## src/rtl/core/stirling_second_kind_engine_defines.svh

```systemverilog
// Assertion macros for the Stirling number engine.
// Included by the RTL files that carry concurrent assertions.
`ifndef STIRLING_SECOND_KIND_ENGINE_DEFINES_SVH
`define STIRLING_SECOND_KIND_ENGINE_DEFINES_SVH

// Property must hold at every clock edge outside reset.
`define SSE_ASSERT(label, clk, rst, prop, msg) \
    label: assert property (@(posedge clk) disable iff (!(rst)) (prop)) \
        else $error(msg);

// Condition must never be seen outside reset.
`define SSE_ASSERT_NEVER(label, clk, rst, cond, msg) \
    `SSE_ASSERT(label, clk, rst, !(cond), msg)

`endif

```

## src/rtl/core/sse_pkg.sv

```systemverilog
// Shared types and constants for the Stirling number engine.
// No dependencies; used by the interfaces and all modules.
`default_nettype none

package sse_pkg;

    localparam int NUM_W     = 6;   // width of count_n and parts_k
    localparam int WORD_W    = 64;  // result word width
    localparam int CNT_W     = 7;   // row and step counters, wide enough for 64
    localparam int N_MAX_DEF = 63;  // default largest count_n the row buffer holds

    typedef logic [WORD_W-1:0] word_t;

    // One row entry: saturating value plus its saturation mark.
    typedef struct packed {
        logic  sat;
        word_t value;
    } row_entry_t;

    // Control of the shared multiply-add unit.
    typedef struct packed {
        logic step;      // load the multiply stage
        logic first;     // multiplicand is the fresh zero entry of a new row
        logic acc_mode;  // adder sums the running total and the read entry
    } alu_ctrl_t;

endpackage

`default_nettype wire

```

## src/rtl/core/sse_alu.sv

```systemverilog
// Shared saturating multiply-add unit: registered k*S multiply, then add.
// Depends on sse_pkg for the entry and control types.
`default_nettype none

module sse_alu import sse_pkg::*; (
    input  logic             clk,
    input  alu_ctrl_t        ctrl,
    input  logic [NUM_W-1:0] mul_k,
    input  row_entry_t       add_b,
    input  row_entry_t       acc_a,
    output row_entry_t       sum
);

    localparam int PW = WORD_W + NUM_W;

    row_entry_t    prod_reg;
    row_entry_t    addend_reg;
    row_entry_t    prod_next;
    word_t         mul_a;
    logic          mul_a_sat;
    logic [PW-1:0] prod_full;
    row_entry_t    add_x;
    row_entry_t    add_y;
    logic [WORD_W:0] sum_full;

    // The previous addend is the old entry one column up, the next multiplicand.
    always_comb
    begin
        mul_a     = ctrl.first ? '0 : addend_reg.value;
        mul_a_sat = ctrl.first ? 1'b0 : addend_reg.sat;
        prod_full = PW'(mul_a) * PW'(mul_k);
        if (mul_k == '0)
        begin
            prod_next = '0;
        end
        else if (mul_a_sat || (prod_full[PW-1:WORD_W] != '0))
        begin
            prod_next.sat   = 1'b1;
            prod_next.value = '1;
        end
        else
        begin
            prod_next.sat   = 1'b0;
            prod_next.value = prod_full[WORD_W-1:0];
        end
    end

    always_ff @(posedge clk)
    begin
        if (ctrl.step)
        begin
            prod_reg   <= prod_next;
            addend_reg <= add_b;
        end
    end

    always_comb
    begin
        add_x    = ctrl.acc_mode ? acc_a : prod_reg;
        add_y    = ctrl.acc_mode ? add_b : addend_reg;
        sum_full = {1'b0, add_x.value} + {1'b0, add_y.value};
        if (add_x.sat || add_y.sat || sum_full[WORD_W])
        begin
            sum.sat   = 1'b1;
            sum.value = '1;
        end
        else
        begin
            sum.sat   = 1'b0;
            sum.value = sum_full[WORD_W-1:0];
        end
    end

endmodule

`default_nettype wire

```

## config.mk

```make
export PLATFORM = sky130hd
export DESIGN_NAME = sse_alu
export DESIGN_NICKNAME = d
export VERILOG_FILES = /design/src/rtl/core/stirling_second_kind_engine_defines.svh /design/src/rtl/core/sse_pkg.sv /design/src/rtl/core/sse_alu.sv
export SDC_FILE = /design/constraint.sdc
export NUM_CORES = 1
export LEC_CHECK = 0
export BUFFER_PORTS_ARGS = -buffer_cell sky130_fd_sc_hd__buf_2
export CORE_MARGIN = 3
export CORE_UTILIZATION = 57
export CTS_CLUSTER_DIAMETER = 80
export CTS_CLUSTER_SIZE = 10
export DETAILED_ROUTE_END_ITERATION = 10
export GPL_TIMING_DRIVEN = 0
export HOLD_SLACK_MARGIN = 0.05
export PLACE_DENSITY = 0.8
export SLEW_MARGIN = 25
export SYNTH_ARGS = -nofsm -noshare
export SYNTH_HDL_FRONTEND = slang
export SYNTH_SLANG_ARGS = --single-unit
```

## constraint.sdc

```tcl
create_clock -name clk -period 5.65 [get_ports clk]
set_input_delay 0.565 -clock clk [delete_from_list [all_inputs] [get_ports clk]]
set_output_delay 0.565 -clock clk [all_outputs]
set_load 0.005 [all_outputs]
```

== After elaboration in Yosys (flattened, before gate mapping) ==
Index checks and enable logic that the tools add are counted.

* Bits in registers: 130
* Output and inout port bits: 65
* Logic and storage cells: 17

* $add $sub $neg: 1
* $mul: 1
* Multiplexer cells: 6
* Reduce and logical (&&, ||, !) cells: 5

{| class="wikitable"
|+ Operator list
! cell !! number
|-
| 65-bit 2-to-1 mux || 4
|-
| 64-bit by 6-bit multiplier with 70-bit output || 1
|-
| 64-bit by 64-bit adder with 65-bit output || 1
|-
| 64-bit 2-to-1 mux || 1
|-
| 6-bit logical NOT || 1
|-
| 6-bit nonzero test || 1
|-
| 1-bit logical OR || 3
|-
| 1-bit 2-to-1 mux || 1
|}

== Depth between registers and ports, before layout ==
Gate-level depths: netlist (run 1).

* Depth after elaboration: 5
* Mapped depth: 24
* Mapped depth without buffers: 19

== Worst setup path before layout (run 1) ==
Ideal clock, no wire load.

* Path type: input -> register
* Start point: input ctrl[1] (netlist name)
* End point: register prod_reg[37] (netlist name) (data pin)
* Data arrival time: 5.684 ns
* Slack: -0.304 ns
* Cell stages on the path: 24
* Buffers on the path: 6
* Cell sequence: clkbuf_1 nor2b_1 clkbuf_1 clkbuf_1 and2_1 fa_1 fa_1 inv_1 fa_1 inv_1 ha_1 clkbuf_1 nand4_1 nor4_2 nand4_1 a21o_1 a31oi_1 o2111ai_1 a21oi_1 o2111ai_1 a211oi_2 buf_4 buf_4 a31oi_1

* Cells in the longest elaborated chain, start to end: 5
* Elaborated cells on any way between the ends: 6
* Classes of those cells: mul (1); mux (3); reduce/logical (2)

{| class="wikitable"
|+ RTL lines
! item !! RTL line !! text
|-
| from (decl) || sse_alu.sv:7 || <nowiki>input alu_ctrl_t ctrl,</nowiki>
|-
| 64-bit 2-to-1 mux || sse_alu.sv:29 || <nowiki>mul_a = ctrl.first ? '0 : addend_reg.value;</nowiki>
|-
| 64-bit by 6-bit multiplier with 70-bit output || sse_alu.sv:31 || <nowiki>prod_full = PW'(mul_a) * PW'(mul_k);</nowiki>
|-
| 6-bit nonzero test || sse_alu.sv:36 || <nowiki>else if (mul_a_sat || (prod_full[PW-1:WORD_W] != '0))</nowiki>
|-
| 1-bit logical OR || sse_alu.sv:36 ||
|-
| 65-bit 2-to-1 mux (*) || sse_alu.sv:36 ||
|-
| to (signal assigned) || sse_alu.sv:52 || <nowiki>prod_reg <= prod_next;</nowiki>
|-
| to (decl) || sse_alu.sv:16 || <nowiki>row_entry_t prod_reg;</nowiki>
|}

Mark *: on every way between the ends. The rest lies on a longest branch, timed or not.
A chain may end at the register's enable or synchronous reset.

== Final worst setup path (run 1) ==
* Start point: input mul_k[0]
* End point: register prod_reg[42] (netlist name) (data pin)

* Cells in the longest elaborated chain, start to end: 4
* Elaborated cells on any way between the ends: 5
* Classes of those cells: mul (1); mux (1); reduce/logical (3)

{| class="wikitable"
|+ RTL lines
! item !! RTL line !! text
|-
| from (decl) || sse_alu.sv:8 || <nowiki>input logic [NUM_W-1:0] mul_k,</nowiki>
|-
| 64-bit by 6-bit multiplier with 70-bit output || sse_alu.sv:31 ||
|-
| 6-bit nonzero test || sse_alu.sv:36 ||
|-
| 1-bit logical OR || sse_alu.sv:36 ||
|-
| 65-bit 2-to-1 mux || sse_alu.sv:36 ||
|}

Several ways; a longest one is shown, not always the timed one.

==> results of run 1 <==
## layout by cell type, fill, tap and decap left out, drive strengths merged, types with 43 or more instances in the layout
| master | instances |
|---|---|
| and2 | 387 |
| nand2 | 165 |
| nor2 | 80 |
| edfxtp | 130 |
| a31oi | 80 |
| a21o | 84 |
| ha | 142 |
| fa | 250 |
| xor2 | 50 |
| clkbuf | 99 |
| buf | 373 |
| inv | 330 |
| nand4 | 43 |
| xnor2 | 60 |
| a21oi | 167 |
| o21ai | 99 |
| mux2 | 127 |
## stage by stage
stage / TNS [ns] / power (mW) / cells
2_1_floorplan: 0 / 4.24 / 2630
6_report: -26.03 / 8.48 / 3507
4_1_cts: -1.09 / 7.39 / 3454
3_5_place_dp: -197.04 / 5.40 / 3360
3_3_place_gp: -267.63 / 5.31 / 3359
5_1_grt: -33.92 / 8.86 / 3501
## final cells by class
type	instances	area, um^2
tap	525	657
antenna	6	15.0
timing repair buffer	334	2420
clock inverter	14	179
inverter	326	1220
buffer	120	1250
clock buffer	18	429
sequential	130	3900
fill	2623	10400
multi-input combinational	2034	19400
## power breakdown
part           total [mW]  internal, mW  switching [mW]
Sequential           1.34          1.24           0.104
Combinational        5.93          2.48            3.46
Clock                1.21         0.697           0.514
## cell families after synthesis
| kind of cell | share of synthesized area (%) |
|---|---|
| adder cells (fa/ha/maj) | 29.3 |
| multiplexers | 6.27 |
| AND/OR/NAND/NOR | 19.9 |
| AO/OA/AOI/OAI | 15.6 |
| buffers and inverters | 7.87 |
| XOR/XNOR | 4.17 |
| flip-flops | 16.9 |
## Yosys cell counts (5+ instances only)
master,number,area (um^2)
and2_1,386,2410
inv_1,325,1220
fa_1,250,5000
a21oi_1,167,836
nand2_1,165,619
ha_1,142,1780
edfxtp_1,130,3900
mux2_2,127,1430
clkbuf_1,106,398
o21ai_0,89,445
a21o_1,84,631
nor2_1,80,300
a31oi_1,79,494
xnor2_1,60,526
xor2_1,50,438
nand4_1,43,269
nor3_1,36,180
nand3_1,31,155
buf_2,26,130
nor2b_1,25,156
o21bai_1,24,180
o21a_1,19,143
a211oi_1,16,120
nand2b_1,14,87.6
and3_1,12,75.1
and4_1,11,96.3
nor4_1,11,68.8
o211ai_1,10,75.1
o21ai_1,10,50.1
o31ai_1,9,67.6
or3_1,6,37.5
a21boi_0,5,37.5
o2111ai_1,5,43.8
## worst reg2reg max path, delay by kind of cell, from the launching register on
kind | cells | cell delay [ns]
DFF | 1 | 0.46
buffers and inverters | 6 | 0.83
AOI/OAI and AO/OA | 7 | 1.33
and+or+nand+nor | 5 | 1.18
adders and majority gates | 4 | 1.83
## repair_timing
item / CTS / global route
pin swaps: 72 / 85
buffers inserted: 70 / 44
gates cloned: 4 / 11
resized for setup: 332 / 253
setup endpoints to repair: 130 / 129
## per-layer routing
layer / vias up / track usage, % / routed length, um
li1: 9608 / - / -
met1: 11000 / 48.3 / 32100
met2: 1666 / 55.6 / 38200
met3: 427 / 8.87 / 10600
met4: 2 / 16.7 / 5610
met5: - / 0 / 19
## path summary, 6_finish.rpt
| kind | start | to | slack [ns] | cells after the start |
|---|---|---|---|---|
| max | mul_k[0] | prod_reg[42] | -0.49 | 26 |
| min | add_b[13] | addend_reg[13] | 0.24 | 1 |
| max reg2reg | addend_reg[45] | prod_reg[42] | -0.28 | 22 |
| min reg2reg | addend_reg[0] | prod_reg[0] | 0.84 | 2 |
==> flow_summary.toml, run 1 <==
[yosys]
synth-seq-cells = 130
syn_avg_cell_area_um2 = 8.79
syn_nets = 3162
yosysWarnings = 0
synth_ff_type = "edfxtp_1"
synth_area_mm2 = 0.0231
synthCells = 2630
ys_seq_area_share_pct = 16.9
synth-edff-count = 130
async_flop_share_pct = 0
synth.lib_cells_used.distinct = 78

[cts]
cts_root_buffer = "clkbuf_16"
cts_buffers = 17
clock_sinks = 130
hold_buffers = 0
clock_latency_ns = 0.51
cts_htree_levels = 4
cts_tree = "done"
cts_buffer_depth = 2
path_clk_slew_ns = 0.08

[sta]
clock.fmax_ghz = 0.163
setup_ws_ns = -0.493
hold_viol_final = 0
finClkSkew_ns = 0.0223
setup_viol = 65
period_share_pct = 109
tightest_slew_ns = 1.31
timing.hold.ws_ns = 0.240
finalMaxSlewViolations = 0
fin_crit_ns = 6.14
rsz0062_at_grt = "yes"
slew_headroom_pct = 12.8

[placement]
gp_congestion = 0.991
placed_area_mm2 = 0.0249
place_hpwl_um = 59800
port_buffers = 204
place_ws_ns = -1.87

[grt]
grt_max_degree = 69
gr-total-overflow = 0
track_usage_pct = 36.1
grt_pass1_wl_um = 122000
grt_pass1_vias = 21700
antenna_found_initial = 5

[worst_setup_path]
startpoint_type = "input pin"
crit_top_cell = "fa_1"
crit_slowest_cell = "fa_1"
critPathBufInv = 10
crit_path_max_fanout = 7
path_class = "in -> reg"
cp_top_family = "compound AO/OA/AOI/OAI gates"
cp-end-kind = "flop"
cp_slowest_stage_delay_ns = 0.55
cp.arrival_ns = 6.33
cp.required_ns = 5.84

[floorplanning]
coreArea_mm2 = 0.0399
die-area_mm2 = 0.0430
die_w_um = 207
start_util_pct = 57.9
ios = 205
std_cell_rows = 73
die_h_um = 207

[route]
firstDrtPassIters = 6
wirelength_um = 86500
drc = 0
wl_per_cell_um = 24.7
vias = 22700
ant_nets = 0
drt-initial-drc-count = 2703
drt-vias-per-instance = 6.48

[finish]
nNetsFinal = 3495
drive_gt1_share_pct = 27.6
final_util_pct = 73.8
syn_to_final_growth_pct = 27.5
design_area_mm2 = 0.0295

[power]
max-vdd-ir-drop_uv = 247
pwr_density_cell_mw_per_mm2 = 288
p_leak_nw = 12.6

[run]
cap_violations = 0

[hold_path]
hp-class = "in -> reg"

[outcome]
status = "finished with violations"
violations = "negative setup slack"
Power figures use the tool's default switching activity.
==> run 2, diff against run 1 <==
CTS_BUF_LIST = sky130_fd_sc_hd__clkbuf_8   (was default)
RECOVER_POWER = 50   (was default)
==> flow_summary.toml, run 2 (same netlist as run 1, synthesis figures left out) <==
[outcome]
status = "finished with violations"
violations = "max-capacitance violations, max-slew violations, negative setup slack"

[finish]
syn_to_final_growth_pct = 24.1
final_cell_mix = "369 x and2_1, 318 x inv_1, 250 x fa_1"
final_util_pct = 71.9
drive_gt1_share_pct = 24.9
final_common_cell = "and2_1"
antennaDiodeCount = 0
nNetsFinal = 3474

[power]
seq_power_share_pct = 16.9
p_switching_mw = 3.87
clkPwrFrac_pct = 11.4
pwr_density_cell_mw_per_mm2 = 275
combPwrFrac_pct = 71.7
p_int_mw = 4.03
p_leak_nw = 12.2
switching_share_pct = 49.0
max-vdd-ir-drop_uv = 205

[cts]
cts_buffer_depth = 2
hold_buffers = 0
cts_buffers = 17
clock_sinks = 130
clock_latency_ns = 0.58
path_clk_slew_ns = 0.10
cts_htree_levels = 4
cts_root_buffer = "clkbuf_8"
cts_tree = "done"

[sta]
setup_ws_ns = -0.204
setup_tns_ns = -8.33
slew_headroom_pct = -158
period_share_pct = 104
timing.hold.ws_ns = 0.170
setup_viol = 59
hold_viol_final = 0
fin_crit_ns = 5.85
tightest_slew_ns = 3.86
rsz0062_at_grt = "yes"
finalMaxSlewViolations = 133
finClkSkew_ns = 0.0274
clock.fmax_ghz = 0.171

[worst_setup_path]
cp.required_ns = 5.91
cp-end-kind = "flop"
path_cells = "buf_2 > nor2b_4 > buf_8 > buf_4 > nand2_1 > fa_1 > fa_1 > fa_1 > inv_1 > ha_1 > a211oi_2 > nor4_4 > or2_4 > o21ai_2 > a21o_2 > o211a_1 > nor4_4 > or3_1 > a211oi_2 > buf_6 > buf_12 > clkbuf_16 > a31oi_4"
crit_slowest_cell = "fa_1"
crit_path_max_fanout = 10
startpoint_type = "input pin"
crit_top_cell = "fa_1"
cp_slowest_stage_delay_ns = 0.57
path_class = "in -> reg"
cp.arrival_ns = 6.11

[run]
cap_violations = 2

[floorplanning]
start_util_pct = 57.9
die_h_um = 207
std_cell_rows = 73
ios = 205
die-area_mm2 = 0.0430
coreArea_mm2 = 0.0399
die_w_um = 207

[route]
wl_per_cell_um = 23.7
drt-initial-drc-count = 2592
ant_nets = 0
drt-vias-per-instance = 6.35
vias = 22100
wirelength_um = 82300
drc = 0
firstDrtPassIters = 8

[grt]
antenna_found_initial = 4
grt_pass1_vias = 21500
gr-total-overflow = 0
grt_max_degree = 69
grt_pass1_wl_um = 120000
track_usage_pct = 35.7

[placement]
place_hpwl_um = 59800
place_ws_ns = -1.87
port_buffers = 204
gp_congestion = 0.991

[hold_path]
hp-class = "in -> reg"
-- run 2: path summary, 6_finish.rpt --
| path | start | endpoint | slack, ns | depth (start not counted) |
|---|---|---|---|---|
| max | mul_k[3] | prod_reg[42] | -0.20 | 23 |
| min | add_b[16] | addend_reg[16] | 0.17 | 1 |
| max reg2reg | addend_reg[45] | prod_reg[42] | -0.11 | 22 |
| min reg2reg | addend_reg[0] | prod_reg[0] | 0.79 | 3 |
-- run 2: area by class of cell --
type | count | area (um^2)
Sequential cell | 130 | 3900
Tap cell | 525 | 657
Inverter | 326 | 1220
Fill cell | 2811 | 11200
Clock inverter | 15 | 183
Multi-Input combinational cell | 2034 | 19200
Clock buffer | 17 | 234
Buffer | 125 | 1230
Timing Repair Buffer | 308 | 2100
-- run 2: power groups by stage --
stage / clock network (mW) / logic, mW / registers [mW]
floorplan: 0 / 2.95 / 1.30
global placement: 0 / 3.97 / 1.35
detailed placement: 0 / 4.06 / 1.35
CTS: 0.921 / 4.62 / 1.33
global route: 0.944 / 6.04 / 1.35
finish: 0.903 / 5.66 / 1.34
-- run 2: metrics by stage --
stage | total power, mW | cells | area, um^2
after global placement | 5.31 | 3359 | 24900
final | 7.90 | 3480 | 28700
after floorplan | 4.24 | 2630 | 23200
after CTS | 6.87 | 3434 | 27000
after detailed placement | 5.40 | 3360 | 24900
after global routing | 8.34 | 3480 | 28700
-- run 2: routing by layer --
metal / GRT usage (%) / routed length [um] / vias to the layer above
met4: 17.2 / 4430 / 4
met2: 54.7 / 36800 / 1454
met3: 10.5 / 9770 / 291
met5: 1.33 / 95 / -
li1: - / - / 9560
met1: 46.4 / 31300 / 10800
-- run 2: worst max-delay path, delay by kind of cell --
family / cells / cell delay, ns
buffers and inverters: 7 / 1.13
AOI/OAI and AO/OA: 6 / 1.36
and+or+nand+nor: 6 / 1.20
adders and majority gates: 4 / 1.81
-- run 2: timing repair --
item | CTS | global route
cloned | 2 | 11
buffers inserted | 51 | 39
setup endpoints to repair | 130 | 129
resized for setup | 258 | 296
pin swaps | 37 | 61
